[src/rtl/bmc_pkg.sv]
// ----------------------------------------------------------------------------
// bmc_pkg
// Shared widths, register indexes, reset values and state encoding for the
// binary mask centroid block.
// ----------------------------------------------------------------------------
package bmc_pkg;

    // Field widths
    localparam int PIX_W     = 8;
    localparam int DIM_W     = 11;
    localparam int TALLY_W   = 21;
    localparam int SUM_W     = 30;
    localparam int COORD_W   = 10;

    // Configuration port
    localparam int CFG_IDX_W  = 2;
    localparam int CFG_DATA_W = 21;

    localparam logic [CFG_IDX_W-1:0] REG_FRAME_WIDTH  = 2'd0;
    localparam logic [CFG_IDX_W-1:0] REG_FRAME_HEIGHT = 2'd1;
    localparam logic [CFG_IDX_W-1:0] REG_MIN_COUNT    = 2'd2;

    // Register reset values
    localparam logic [DIM_W-1:0]   FRAME_WIDTH_RST  = 11'd320;
    localparam logic [DIM_W-1:0]   FRAME_HEIGHT_RST = 11'd240;
    localparam logic [TALLY_W-1:0] MIN_COUNT_RST    = 21'd180;

    // Only this level counts as a white pixel
    localparam logic [PIX_W-1:0] WHITE_LEVEL = 8'd255;

    // Default frame size limits
    localparam int DEF_MAX_WIDTH  = 1024;
    localparam int DEF_MAX_HEIGHT = 1024;

    // Divider: one quotient bit per cycle over the full sum width
    localparam int DIV_STEPS = SUM_W;
    localparam int STEP_W    = $clog2(DIV_STEPS);

    // Output transaction packing
    localparam int OUT_FIELD_W = 2 * COORD_W + TALLY_W;
    localparam int OUT_DATA_W  = ((OUT_FIELD_W + 7) / 8) * 8;

    typedef enum logic [1:0] {
        ST_ACCUM,
        ST_DIV_X,
        ST_DIV_Y
    } bmc_state_t;

endpackage

[src/rtl/binary_mask_centroid_top.sv]
// ----------------------------------------------------------------------------
// binary_mask_centroid_top
// Accumulates the column and row sums and the count of white pixels of a
// raster-order frame and reports the truncated mean position per frame.
// ----------------------------------------------------------------------------
//  Channel  | Direction | Payload                                 | Transaction
//  ---------+-----------+-----------------------------------------+--------------------
//  s_       | in        | tdata: pixel_value                      | s_tvalid & s_tready
//  m_       | out       | tdata: centroid_x, centroid_y,          | m_tvalid & m_tready
//           |           |        white_count; tuser: found        |
//  cfg_     | in        | cfg_index, cfg_data                     | cfg_valid & cfg_ready
//
//  Each pixel takes one cycle while s_tready is high. The last pixel of a frame
//  with enough white pixels starts the shared restoring divider, one quotient bit
//  per cycle, first for the column mean and then for the row mean: s_tready stays
//  low until both divisions are done. Without enough white pixels the result
//  appears on the next cycle with no stall. Apart from the divider, the last pixel
//  of a frame waits only while an earlier result is still held and not taken.
//  Reset is synchronous on aresetn low; configuration is always accepted.
// ----------------------------------------------------------------------------
module binary_mask_centroid_top
    import bmc_pkg::*;
#(
    parameter int MAX_WIDTH  = DEF_MAX_WIDTH,
    parameter int MAX_HEIGHT = DEF_MAX_HEIGHT
) (
    input  logic                  aclk,
    input  logic                  aresetn,

    input  logic                  s_tvalid,
    output logic                  s_tready,
    input  logic [PIX_W-1:0]      s_tdata,    // [7:0] pixel_value

    output logic                  m_tvalid,
    input  logic                  m_tready,
    output logic [OUT_DATA_W-1:0] m_tdata,    // [9:0] centroid_x, [19:10] centroid_y,
                                              // [40:20] white_count, rest zero
    output logic                  m_tuser,    // [0] found

    input  logic                  cfg_valid,
    output logic                  cfg_ready,
    input  logic [CFG_IDX_W-1:0]  cfg_index,
    input  logic [CFG_DATA_W-1:0] cfg_data
);

    localparam int COL_W = (MAX_WIDTH > 1) ? $clog2(MAX_WIDTH) : 1;
    localparam int ROW_W = (MAX_HEIGHT > 1) ? $clog2(MAX_HEIGHT) : 1;
    localparam logic [COL_W-1:0] COL_LAST_MAX = COL_W'(MAX_WIDTH - 1);
    localparam logic [ROW_W-1:0] ROW_LAST_MAX = ROW_W'(MAX_HEIGHT - 1);

    // Control and state registers
    bmc_state_t          state_reg,    state_next;
    logic [DIM_W-1:0]    fw_reg,       fw_next;
    logic [DIM_W-1:0]    fh_reg,       fh_next;
    logic [TALLY_W-1:0]  minc_reg,     minc_next;
    logic [COL_W-1:0]    col_pos_reg,  col_pos_next;
    logic [ROW_W-1:0]    row_pos_reg,  row_pos_next;
    logic [SUM_W-1:0]    col_sum_reg,  col_sum_next;
    logic [SUM_W-1:0]    row_sum_reg,  row_sum_next;
    logic [TALLY_W-1:0]  tally_reg,    tally_next;
    logic [STEP_W-1:0]   step_reg,     step_next;
    logic                m_valid_reg,  m_valid_next;

    // Payload registers
    logic [SUM_W-1:0]    quo_reg,      quo_next;
    logic [TALLY_W-1:0]  rem_reg,      rem_next;
    logic [TALLY_W-1:0]  dvsr_reg,     dvsr_next;
    logic [SUM_W-1:0]    ydvd_reg,     ydvd_next;
    logic [COORD_W-1:0]  cx_reg,       cx_next;
    logic [COORD_W-1:0]  m_x_reg,      m_x_next;
    logic [COORD_W-1:0]  m_y_reg,      m_y_next;
    logic [TALLY_W-1:0]  m_cnt_reg,    m_cnt_next;
    logic                m_found_reg,  m_found_next;

    // Frame geometry and pixel terms
    logic [COL_W-1:0]    col_last;
    logic [ROW_W-1:0]    row_last;
    logic                row_end;
    logic                frame_end;
    logic                white;
    logic                s_xfer;
    logic                out_free;
    logic [SUM_W-1:0]    col_sum_add;
    logic [SUM_W-1:0]    row_sum_add;
    logic [TALLY_W-1:0]  tally_add;
    logic                found_now;

    // Divider step
    logic [TALLY_W:0]    div_shift;
    logic [TALLY_W:0]    div_trial;
    logic                div_ge;
    logic [TALLY_W-1:0]  div_rem;
    logic [SUM_W-1:0]    div_quo;
    logic                div_last;

    // Clamp the configured size to one..maximum and take the last index
    always_comb begin
        priority if (fw_reg == '0) begin
            col_last = '0;
        end else if (32'(fw_reg) > 32'(MAX_WIDTH)) begin
            col_last = COL_LAST_MAX;
        end else begin
            col_last = COL_W'(fw_reg - DIM_W'(1));
        end
        priority if (fh_reg == '0) begin
            row_last = '0;
        end else if (32'(fh_reg) > 32'(MAX_HEIGHT)) begin
            row_last = ROW_LAST_MAX;
        end else begin
            row_last = ROW_W'(fh_reg - DIM_W'(1));
        end
    end

    assign row_end   = (col_pos_reg >= col_last);
    assign frame_end = row_end && (row_pos_reg >= row_last);
    assign out_free  = !m_valid_reg || m_tready;

    // Hold off the last pixel of a frame while the result register is busy
    assign s_tready  = (state_reg == ST_ACCUM) && (!frame_end || out_free);
    assign s_xfer    = s_tvalid && s_tready;
    assign cfg_ready = 1'b1;

    // Running sums including the pixel on the bus
    assign white       = (s_tdata == WHITE_LEVEL);
    assign col_sum_add = col_sum_reg + (white ? SUM_W'(col_pos_reg) : '0);
    assign row_sum_add = row_sum_reg + (white ? SUM_W'(row_pos_reg) : '0);
    assign tally_add   = tally_reg + (white ? TALLY_W'(1) : '0);
    assign found_now   = (tally_add > minc_reg);

    // Restoring division: shift in one dividend bit, subtract if it fits
    assign div_shift = {rem_reg, quo_reg[SUM_W-1]};
    assign div_trial = div_shift - {1'b0, dvsr_reg};
    assign div_ge    = (div_shift >= {1'b0, dvsr_reg});
    assign div_rem   = div_ge ? div_trial[TALLY_W-1:0] : div_shift[TALLY_W-1:0];
    assign div_quo   = {quo_reg[SUM_W-2:0], div_ge};
    assign div_last  = (step_reg == STEP_W'(DIV_STEPS - 1));

    // Next state and datapath
    always_comb begin
        state_next   = state_reg;
        fw_next      = fw_reg;
        fh_next      = fh_reg;
        minc_next    = minc_reg;
        col_pos_next = col_pos_reg;
        row_pos_next = row_pos_reg;
        col_sum_next = col_sum_reg;
        row_sum_next = row_sum_reg;
        tally_next   = tally_reg;
        step_next    = step_reg;
        m_valid_next = m_valid_reg;
        quo_next     = quo_reg;
        rem_next     = rem_reg;
        dvsr_next    = dvsr_reg;
        ydvd_next    = ydvd_reg;
        cx_next      = cx_reg;
        m_x_next     = m_x_reg;
        m_y_next     = m_y_reg;
        m_cnt_next   = m_cnt_reg;
        m_found_next = m_found_reg;

        // Drop the result once the output transaction completes
        if (m_valid_reg && m_tready) begin
            m_valid_next = 1'b0;
        end

        // Register writes; unknown indexes are ignored
        if (cfg_valid) begin
            unique case (cfg_index)
                REG_FRAME_WIDTH:  fw_next   = cfg_data[DIM_W-1:0];
                REG_FRAME_HEIGHT: fh_next   = cfg_data[DIM_W-1:0];
                REG_MIN_COUNT:    minc_next = cfg_data[TALLY_W-1:0];
                default:          ;
            endcase
        end

        unique case (state_reg)
            ST_ACCUM: begin
                if (s_xfer) begin
                    if (frame_end) begin
                        // Close the frame and restart the sums
                        col_pos_next = '0;
                        row_pos_next = '0;
                        col_sum_next = '0;
                        row_sum_next = '0;
                        tally_next   = '0;
                        m_cnt_next   = tally_add;
                        m_found_next = found_now;
                        if (found_now) begin
                            quo_next   = col_sum_add;
                            ydvd_next  = row_sum_add;
                            dvsr_next  = tally_add;
                            rem_next   = '0;
                            step_next  = '0;
                            state_next = ST_DIV_X;
                        end else begin
                            m_x_next     = '0;
                            m_y_next     = '0;
                            m_valid_next = 1'b1;
                        end
                    end else begin
                        col_sum_next = col_sum_add;
                        row_sum_next = row_sum_add;
                        tally_next   = tally_add;
                        if (row_end) begin
                            col_pos_next = '0;
                            row_pos_next = row_pos_reg + ROW_W'(1);
                        end else begin
                            col_pos_next = col_pos_reg + COL_W'(1);
                        end
                    end
                end
            end
            ST_DIV_X: begin
                quo_next  = div_quo;
                rem_next  = div_rem;
                step_next = step_reg + STEP_W'(1);
                if (div_last) begin
                    // Keep the column mean, start on the row sum
                    cx_next    = div_quo[COORD_W-1:0];
                    quo_next   = ydvd_reg;
                    rem_next   = '0;
                    step_next  = '0;
                    state_next = ST_DIV_Y;
                end
            end
            ST_DIV_Y: begin
                quo_next  = div_quo;
                rem_next  = div_rem;
                step_next = step_reg + STEP_W'(1);
                if (div_last) begin
                    m_x_next     = cx_reg;
                    m_y_next     = div_quo[COORD_W-1:0];
                    m_valid_next = 1'b1;
                    state_next   = ST_ACCUM;
                end
            end
            default: begin
                state_next = ST_ACCUM;
            end
        endcase
    end

    // Control and state registers
    always_ff @(posedge aclk) begin
        if (!aresetn) begin
            state_reg   <= ST_ACCUM;
            fw_reg      <= FRAME_WIDTH_RST;
            fh_reg      <= FRAME_HEIGHT_RST;
            minc_reg    <= MIN_COUNT_RST;
            col_pos_reg <= '0;
            row_pos_reg <= '0;
            col_sum_reg <= '0;
            row_sum_reg <= '0;
            tally_reg   <= '0;
            step_reg    <= '0;
            m_valid_reg <= 1'b0;
        end else begin
            state_reg   <= state_next;
            fw_reg      <= fw_next;
            fh_reg      <= fh_next;
            minc_reg    <= minc_next;
            col_pos_reg <= col_pos_next;
            row_pos_reg <= row_pos_next;
            col_sum_reg <= col_sum_next;
            row_sum_reg <= row_sum_next;
            tally_reg   <= tally_next;
            step_reg    <= step_next;
            m_valid_reg <= m_valid_next;
        end
    end

    // Payload registers
    always_ff @(posedge aclk) begin
        quo_reg     <= quo_next;
        rem_reg     <= rem_next;
        dvsr_reg    <= dvsr_next;
        ydvd_reg    <= ydvd_next;
        cx_reg      <= cx_next;
        m_x_reg     <= m_x_next;
        m_y_reg     <= m_y_next;
        m_cnt_reg   <= m_cnt_next;
        m_found_reg <= m_found_next;
    end

    // Output packing
    assign m_tvalid = m_valid_reg;
    assign m_tdata  = OUT_DATA_W'({m_cnt_reg, m_y_reg, m_x_reg});
    assign m_tuser  = m_found_reg;

endmodule

[config.mk]
export PLATFORM = sky130hd
export DESIGN_NAME = binary_mask_centroid_top
export DESIGN_NICKNAME = d
export VERILOG_FILES = /design/src/rtl/bmc_pkg.sv /design/src/rtl/binary_mask_centroid_top.sv
export SDC_FILE = /design/constraint.sdc
export NUM_CORES = 1
export LEC_CHECK = 0
export BUFFER_PORTS_ARGS = -buffer_cell sky130_fd_sc_hd__buf_2
export CAP_MARGIN = 5
export CORE_ASPECT_RATIO = 1.4
export CORE_UTILIZATION = 50
export DETAILED_ROUTE_END_ITERATION = 10
export PLACE_DENSITY = 0.64
export SETUP_SLACK_MARGIN = 0.4
export SYNTH_ARGS = -nofsm -noshare
export SYNTH_HDL_FRONTEND = slang
export SYNTH_SLANG_ARGS = --single-unit
export TNS_END_PERCENT = 1
[constraint.sdc]
create_clock -name aclk -period 12.8 [get_ports aclk]
set_input_delay 2.56 -clock aclk [delete_from_list [all_inputs] [get_ports aclk]]
set_output_delay 2.56 -clock aclk [all_outputs]
set_load 0.03 [all_outputs]
==> flow_metrics.py, run 1 <==
metrics = {
    "cells_and_area": {
        "layout_commonest_cell": "nand2_1",
        "stdcell_count": 2150,
        "nets": 1864,
        "syn2layout_area_growth_pct": 11.3,
        "utilization": 0.566,
        "drive_above_1_share": 0.106,
        "final_cell_mix": "nand2_1, edfxtp_1, dfxtp_1, nor2_1, a21oi_1",
        "diodes": 0,
        "finalInstanceArea_mm2": 0.0179,
    },
    "setup_path": {
        "crit_family": "simple AND/OR/NAND/NOR gates",
        "slowest_stage": "inv_2",
        "worst_setup_path_end_kind": "flop",
        "crit_chain": "buf_2 > nand4_1 > nor2_1 > buf_4 > ha_1 > and4_1 > and2_1 > nand4_1 > nor2_1 > nand4_1 > nor2_1 > xor2_1 > ha_1 > nand4_1 > nor4_1 > a21oi_1 > a32o_1 > o32a_1 > inv_2",
        "critPathMaxStageDelay_ps": 880,
        "crit_fanout": 51,
        "startpoint_type": "input port",
        "worstPathRequired_ps": 12980,
        "crit_top_cell": "nand4_1",
        "crit_buf_inv": 3,
        "path_class": "input port to flop",
        "crit_arrival_ps": 7700,
    },
    "clocking": {
        "postCtsSetupRepairBufs": 0,
        "numCtsBuffers": 31,
        "clock_sinks": 306,
        "clk_latency_ps": 570,
        "clk_path_buf_depth": 3,
        "cts_tree": "done",
        "clk_pin_slew_ps": 60,
        "ctsHoldBuffers": 0,
        "ctsResizeCount": 0,
        "cts-root-buf": "clkbuf_16",
        "htree_levels": 1,
    },
    "synthesis": {
        "yosys_warnings": 0,
        "synth_top_area_frac": 0.288,
        "ys.flop_type": "edfxtp_1",
        "synth_cell_type_count": 79,
        "ys_async_sr_fraction": 0,
        "syn-mean-instance-area_um2": 9.60,
        "synth_area_leaders": "edfxtp_1, dfxtp_1, ha_1, nand2_1, a21oi_1",
        "syn_area_mm2": 0.0161,
        "synth_edf_count": 154,
        "yosys.area.top_type": "edfxtp_1",
        "syn_inst": 1675,
        "yosysSeqAreaShare": 0.477,
        "ys_ff_latch": 306,
    },
    "power_and_ir_drop": {
        "power_mw": 2.08,
        "p_leak_nw": 7.04,
        "p_comb_frac": 0.038,
        "power_density_mw_per_mm2": 116,
        "p_int_mw": 1.64,
        "peakVddDrop_mv": 0.0919,
        "p_switching_mw": 0.447,
        "p_clk_frac": 0.468,
        "pwr-share-seq": 0.494,
        "swShare": 0.215,
    },
    "detailed_routing": {
        "vias_per_cell": 5.68,
        "routed_wl_um": 37800,
        "routedWlPerCell_um": 17.6,
        "drt_iter0_markers": 752,
        "drtAntennaViolNets": 0,
        "dr.pass1.iters": 6,
        "drc": 0,
        "vias": 12200,
    },
    "die": {
        "core_area_mm2": 0.0316,
        "start_util": 0.509,
        "dieHeight_um": 214,
        "core.rowCount": 77,
        "io_pins": 88,
        "die_area_mm2": 0.0329,
        "die_x_um": 154,
    },
    "flow_run": {
        "max_cap_violations": 0,
    },
    "sta": {
        "finalSetupViolCount": 0,
        "period_minus_slack_ps": 7520,
        "fin_crit_sh": 0.587,
        "hold_viol": 0,
        "whs_ps": 457,
        "skew_ps": 11.0,
        "clock.fmax_mhz": 133,
        "worst_slew_pin_slew_ps": 1200,
        "slew_violations": 0,
        "timing.final.ws_setup_ps": 5280,
        "fin_setup_tns_ps": 0,
        "grt_setup_unrepaired": "false",
        "slew_headroom": 0.195,
    },
    "global_routing": {
        "overflow": 0,
        "grt_pass1_wl_um": 61500,
        "grt_pass1_vias": 11900,
        "groute.usage.overall": 0.233,
        "grt_max_degree": 81,
        "antenna_found_initial": 0,
    },
    "placed_design": {
        "numPortBuffers": 79,
        "dp_cells": 2093,
        "place_ws_ps": 4700,
        "gp_congestion": 0.848,
        "hpwl_um": 27000,
        "placed_area_mm2": 0.0168,
    },
    "worst_hold_path": {
        "holdCritPathClass": "flop to flop",
    },
    "run_status": {
        "outcome": "finished, final reports clean",
    },
}
## Yosys cell counts, types with 11 or more instances
| master | n |
|---|---|
| nand2_1 | 182 |
| inv_1 | 93 |
| ha_1 | 94 |
| nor2_1 | 135 |
| a21o_1 | 29 |
| or2_2 | 11 |
| and2_1 | 47 |
| o22ai_1 | 13 |
| a21oi_1 | 132 |
| mux2i_1 | 16 |
| nand3_1 | 49 |
| xnor2_1 | 69 |
| clkbuf_1 | 52 |
| xor2_1 | 49 |
| edfxtp_1 | 154 |
| o21ai_0 | 80 |
| a31oi_1 | 16 |
| dfxtp_1 | 152 |
| nor3_1 | 25 |
| nand4_1 | 19 |
| o31ai_1 | 11 |
| a22oi_1 | 50 |
| and3_1 | 12 |
| o211ai_1 | 13 |
## worst min-delay path: stages (launching register included)
cell     delay, ps
dfxtp_1        310
nand2_1         50
a21oi_1         50
## path summary, 6_finish.rpt
path	startpoint	to	slack (ps)	depth (start not counted)
worst min-delay path	minc_reg[8]	minc_reg[8]	460	2
worst max-delay path	s_tdata[7]	quo_reg[17]	5280	19
worst min register to register	minc_reg[8]	minc_reg[8]	460	2
worst max register to register	fw_reg[2]	m_y_reg[6]	7250	17
## routing by layer
| metal | share of wire | up-vias | global-route usage |
|---|---|---|---|
| li1 | - | 6075 | - |
| met1 | 0.43 | 5802 | 0.295 |
| met2 | 0.51 | 262 | 0.416 |
| met3 | 0.033 | 68 | 0.0222 |
| met4 | 0.028 | 0 | 0.0753 |
| met5 | 0 | - | 0 |
## cell families after synthesis
family / Yosys count / share of synthesized area
XOR/XNOR: 118 / 0.0643
multiplexers: 17 / 0.0107
AO/OA/AOI/OAI: 408 / 0.160
flip-flops: 306 / 0.477
other: 2 / 0.000467
AND/OR/NAND/NOR: 555 / 0.167
buffers and inverters: 169 / 0.0423
adder cells (fa/ha/maj): 100 / 0.0788
## power by group through the flow
| stage | clock network (mW) | logic [mW] | registers, mW |
|---|---|---|---|
| 2_1_floorplan | 0 | 0.0558 | 1.05 |
| 3_3_place_gp | 0 | 0.0768 | 1.05 |
| 3_5_place_dp | 0 | 0.0784 | 1.05 |
| 4_1_cts | 0.994 | 0.0788 | 1.03 |
| 5_1_grt | 1.03 | 0.0879 | 1.03 |
| 6_report | 0.975 | 0.0782 | 1.03 |
## final cells by class
cell class	instances	area (um^2)
inverter	93	349
sequential	306	7670
tap	395	494
clock inverter	21	295
fill	2822	13700
timing repair buffer	93	500
multi-input combinational	1206	7790
clock buffer	36	795
Note: power is estimated with default switching activity, not from simulation.
==> inputs of run 2 (changes only) <==
--- a/config.mk
+++ b/config.mk
@@ -10,7 +10,7 @@
 export CORE_ASPECT_RATIO = 1.4
 export CORE_UTILIZATION = 50
 export DETAILED_ROUTE_END_ITERATION = 10
-export PLACE_DENSITY = 0.64
+export PLACE_DENSITY = 0.67
 export SETUP_SLACK_MARGIN = 0.4
 export SYNTH_ARGS = -nofsm -noshare
 export SYNTH_HDL_FRONTEND = slang
==> constraint.sdc (replaced) <==
create_clock -name aclk -period 6.1 [get_ports aclk]
set_input_delay 1.22 -clock aclk [delete_from_list [all_inputs] [get_ports aclk]]
set_output_delay 1.22 -clock aclk [all_outputs]
set_load 0.03 [all_outputs]
==> flow_metrics.py, run 2 (synthesis gave the netlist of run 1 again) <==
metrics = {
    "global_routing": {
        "grt_max_degree": 74,
        "antenna_found_initial": 2,
        "grt_pass1_vias": 11800,
        "groute.usage.overall": 0.228,
        "overflow": 0,
        "grt_pass1_wl_um": 60500,
    },
    "sta": {
        "finalSetupViolCount": 0,
        "slew_violations": 0,
        "worst_slew_pin_slew_ps": 1180,
        "hold_viol": 0,
        "slew_headroom": 0.215,
        "whs_ps": 460,
        "fin_setup_tns_ps": 0,
        "grt_setup_unrepaired": "true",
        "fin_crit_sh": 0.887,
        "clock.fmax_mhz": 185,
        "skew_ps": 29.7,
        "period_minus_slack_ps": 5410,
    },
    "placed_design": {
        "hpwl_um": 27100,
        "numPortBuffers": 79,
        "gp_congestion": 0.892,
    },
    "power_and_ir_drop": {
        "p_switching_mw": 0.920,
        "p_int_mw": 3.26,
        "p_comb_frac": 0.039,
        "p_clk_frac": 0.444,
        "power_density_mw_per_mm2": 233,
        "swShare": 0.220,
        "pwr-share-seq": 0.517,
        "p_leak_nw": 7.04,
        "peakVddDrop_mv": 0.261,
    },
    "clocking": {
        "cts_tree": "done",
        "clk_latency_ps": 580,
        "clk_pin_slew_ps": 70,
        "clk_path_buf_depth": 3,
        "cts-root-buf": "clkbuf_16",
        "clock_sinks": 306,
        "numCtsBuffers": 30,
        "htree_levels": 1,
    },
    "setup_path": {
        "crit_chain": "or4_1 > nor3_2 > nand2_1 > or3_1 > maj3_1 > inv_1 > ha_1 > a21o_1 > a211o_1 > a211oi_2 > or2_2 > o21a_1 > buf_2",
        "crit_arrival_ps": 4190,
        "reg2reg_depth": 17,
        "worstPathRequired_ps": 4880,
        "path_class": "flop to primary output",
        "worst_setup_path_end_kind": "primary output",
        "crit_fanout": 8,
        "critPathMaxStageDelay_ps": 590,
        "startpoint_type": "flop",
        "crit_family": "simple AND/OR/NAND/NOR gates",
        "slowest_stage": "or4_1",
        "crit_buf_inv": 2,
        "reg2reg_slack_ps": 1110,
        "crit_cells": 13,
    },
    "worst_hold_path": {
        "holdPathStages": 2,
        "holdCritPathClass": "flop to flop",
    },
    "cells_and_area": {
        "syn2layout_area_growth_pct": 11.6,
        "final_cell_mix": "nand2_1, edfxtp_1, dfxtp_1, nor2_1, a21oi_1",
        "layout_commonest_cell": "nand2_1",
        "nets": 1869,
        "drive_above_1_share": 0.114,
    },
    "detailed_routing": {
        "routed_wl_um": 37700,
        "drt_iter0_markers": 626,
        "vias_per_cell": 5.71,
        "top_layer_used": "met5",
        "drc": 0,
        "routedWlPerCell_um": 17.5,
        "drtAntennaViolNets": 0,
        "vias": 12300,
        "met3WireLength_um": 1600,
        "dr.pass1.iters": 5,
        "met1_length_um": 16100,
        "wl_met2_um": 18900,
    },
    "run_status": {
        "outcome": "finished, final reports clean",
    },
    "die": {
        "core.rowCount": 77,
        "die_x_um": 154,
        "die_area_mm2": 0.0329,
        "dieHeight_um": 214,
        "io_pins": 88,
        "core_area_mm2": 0.0316,
        "start_util": 0.509,
    },
    "flow_run": {
        "max_cap_violations": 0,
    },
}
-- run 2: final timing paths --
kind	start	to
worst max-delay path	fw_reg[2]	s_tready
worst min-delay path	minc_reg[18]	minc_reg[18]
worst max register to register	fw_reg[2]	quo_reg[17]
worst min register to register	minc_reg[18]	minc_reg[18]
-- run 2: per-layer routing --
| metal | track usage | up-vias |
|---|---|---|
| li1 | - | 6084 |
| met1 | 0.280 | 5840 |
| met2 | 0.407 | 305 |
| met3 | 0.0267 | 70 |
| met4 | 0.0863 | 2 |
| met5 | 0 | - |
-- run 2: cell type report --
cell class | instances | area (um^2)
diodes | 1 | 2.50
clock buffers | 43 | 891
flip-flops and latches | 306 | 7670
clock inverters | 13 | 103
repair buffers | 99 | 571
fillers | 2767 | 13700
multi-input cells | 1206 | 7850
inverters | 93 | 349
well taps | 395 | 494
-- run 2: worst min-delay path, stage by stage, from the launching register on --
cell	delay, ps
dfxtp_1	310
nand2_1	50
a21oi_1	50
-- run 2: timing repair --
action	in CTS	in global routing
resized for setup	0	3
setup buffers	0	1
endpoints found under the setup margin	0	34
hold buffers	0	0
-- run 2: stage by stage --
stage	power, mW	instances	setup WS (ps)	area [um^2]	utilization
finish	4.18	2156	689	17900	0.567
detailed placement	2.37	2098	199	16900	0.535
CTS	4.22	2154	546	17900	0.567
global route	4.31	2156	373	17900	0.567
global placement	2.37	2098	289	16900	0.535
floorplan	2.32	1681	-183	16200	-
-- run 2: power by group through the flow --
stage	Clock [mW]	Combinational (mW)	Sequential, mW
finish	1.86	0.165	2.16
global placement	0	0.161	2.21
floorplan	0	0.118	2.20
CTS	1.89	0.166	2.16
detailed placement	0	0.165	2.21
global route	1.96	0.184	2.16
==> inputs of run 3 (changes only) <==
==> constraint.sdc (replaced) <==
create_clock -name aclk -period 6.1 [get_ports aclk]
set_input_delay 1.22 -clock aclk [delete_from_list [all_inputs] [get_ports aclk]]
set_output_delay 1.22 -clock aclk [all_outputs]
set_load 0.1 [all_outputs]
==> flow_metrics.py, run 3 (synthesis gave the netlist of run 1 again) <==
metrics = {
    "run_status": {
        "outcome": "finished, final reports clean",
    },
    "die": {
        "die_area_mm2": 0.0329,
        "die_x_um": 154,
        "start_util": 0.509,
        "dieHeight_um": 214,
        "core.rowCount": 77,
        "io_pins": 88,
        "core_area_mm2": 0.0316,
    },
    "setup_path": {
        "worst_setup_path_end_kind": "primary output",
        "crit_fanout": 8,
        "crit_cells": 13,
        "crit_chain": "or4_1 > nor3_1 > nand2_1 > or3_4 > maj3_1 > inv_1 > ha_1 > a21o_1 > a211o_1 > o22ai_1 > or2_2 > o21a_1 > buf_6",
        "worstSetupEndpoint": "s_tready",
        "worstPathRequired_ps": 4880,
        "rr_endpoint": "rem_reg[13]",
        "reg2reg_depth": 16,
        "startpoint_type": "flop",
        "regToRegStartpoint": "fw_reg[2]",
        "crit_family": "simple AND/OR/NAND/NOR gates",
        "reg2reg_slack_ps": 1150,
        "path_class": "flop to primary output",
        "crit_buf_inv": 2,
        "crit_arrival_ps": 4240,
        "cp-startpoint": "fw_reg[2]",
        "critPathMaxStageDelay_ps": 580,
        "slowest_stage": "or4_1",
    },
    "global_routing": {
        "grt_pass1_wl_um": 60400,
        "antenna_found_initial": 0,
        "groute.usage.overall": 0.229,
        "grt_max_degree": 76,
        "overflow": 0,
        "grt_pass1_vias": 11700,
    },
    "placed_design": {
        "place_ws_ps": 110,
        "numPortBuffers": 79,
        "dp_cells": 2100,
        "hpwl_um": 26700,
        "gp_congestion": 0.851,
    },
    "power_and_ir_drop": {
        "p_switching_mw": 0.938,
        "p_leak_nw": 7.08,
        "power_density_mw_per_mm2": 239,
        "p_clk_frac": 0.457,
        "swShare": 0.217,
        "pwr-share-seq": 0.501,
        "peakVddDrop_mv": 0.208,
        "power_mw": 4.31,
        "p_int_mw": 3.38,
        "p_comb_frac": 0.042,
    },
    "clocking": {
        "clk_pin_slew_ps": 60,
        "ctsHoldBuffers": 0,
        "clk_latency_ps": 570,
        "htree_levels": 1,
        "cts_tree": "done",
        "clk_path_buf_depth": 3,
        "clock_sinks": 306,
        "numCtsBuffers": 30,
        "cts-root-buf": "clkbuf_16",
    },
    "cells_and_area": {
        "stdcell_count": 2156,
        "seq_area_mm2": 0.00767,
        "nFillCells": 2764,
        "diodes": 0,
        "syn2layout_area_growth_pct": 12.1,
        "layout_commonest_cell": "nand2_1",
        "drive_above_1_share": 0.116,
        "final_cell_mix": "nand2_1, edfxtp_1, dfxtp_1, nor2_1, a21oi_1",
        "nets": 1870,
        "multiInputGateArea_mm2": 0.00786,
    },
    "worst_hold_path": {
        "holdCritPathClass": "flop to flop",
    },
    "detailed_routing": {
        "routedWlPerCell_um": 17.3,
        "met1_length_um": 16000,
        "top_layer_used": "met4",
        "vias_per_cell": 5.66,
        "routed_wl_um": 37300,
        "drt_iter0_markers": 759,
        "wl_met2_um": 18500,
        "dr.pass1.iters": 6,
        "met3WireLength_um": 1590,
        "drc": 0,
        "drtAntennaViolNets": 0,
        "vias": 12200,
    },
    "sta": {
        "clock.fmax_mhz": 183,
        "period_minus_slack_ps": 5460,
        "fin_setup_tns_ps": 0,
        "fin_crit_sh": 0.896,
        "hold_viol": 0,
        "worst_slew_pin_slew_ps": 1100,
        "timing.final.ws_setup_ps": 637,
        "whs_ps": 454,
        "finalSetupViolCount": 0,
        "slew_violations": 0,
        "slew_headroom": 0.266,
        "grt_setup_unrepaired": "true",
        "skew_ps": 10.4,
    },
    "flow_run": {
        "max_cap_violations": 0,
    },
}
[run 3: cell types whose count changed in the layout (fill, tap and decap cells not counted), sizes merged]
cell,previous run,this run
clkbuf,43,40
diode,1,0
clkinv,8,10
inv,96,94
buf,99,100
bufinv,1,4
[run 3: per-layer routing]
layer,vias up,GRT usage
met1,5776,0.288
met5,-,0
li1,6091,-
met3,65,0.0289
met2,274,0.401
met4,0,0.0807
[run 3: layout make-up]
class | instances | area share
tap | 395 | 0.0274
clock buffer | 40 | 0.0483
inverter | 93 | 0.0194
clock inverter | 16 | 0.0103
multi-input combinational | 1206 | 0.436
timing repair buffer | 100 | 0.0331
sequential | 306 | 0.425
[run 3: through the flow]
stage / instance area, um^2 / util
2_1_floorplan: 16200 / -
3_3_place_gp: 16900 / 0.536
3_5_place_dp: 16900 / 0.536
4_1_cts: 18000 / 0.569
5_1_grt: 18000 / 0.570
6_report: 18000 / 0.570
[run 3: how the worst min path moves through the flow]
stage / start / slack, ps / cells past startpoint / end
after floorplan: col_sum_reg[7] / 430 / 2 / col_sum_reg[7]
after global placement: col_sum_reg[9] / 440 / 2 / col_sum_reg[9]
after detailed placement: minc_reg[8] / 450 / 2 / minc_reg[8]
after CTS: minc_reg[8] / 460 / 2 / minc_reg[8]
after global routing: minc_reg[14] / 480 / 2 / minc_reg[14]
final: minc_reg[8] / 450 / 2 / minc_reg[8]
[run 3: worst register-to-register path: cells and delay by family, from the launching register on]
kind	cells	cell delay (ps)
flip-flops	1	340
buffers and inverters	2	610
AO/OA/AOI/OAI	5	1100
AND/OR/NAND/NOR	8	2330
adder cells (fa/ha/maj)	1	260
[run 3: power by group through the flow]
| stage | Sequential (mW) | Combinational [mW] | Clock (mW) |
|---|---|---|---|
| 2_1_floorplan | 2.20 | 0.133 | 0 |
| 3_3_place_gp | 2.21 | 0.176 | 0 |
| 3_5_place_dp | 2.21 | 0.179 | 0 |
| 4_1_cts | 2.16 | 0.180 | 2.01 |
| 5_1_grt | 2.16 | 0.200 | 2.09 |
| 6_report | 2.16 | 0.180 | 1.97 |
[run 3: what timing repair did]
action / CTS / global route
resized for setup: 1 / 5
endpoints found under the setup margin: 1 / 38
gates cloned: 0 / 0
pin swaps: 0 / 0
buffers inserted: 0 / 0
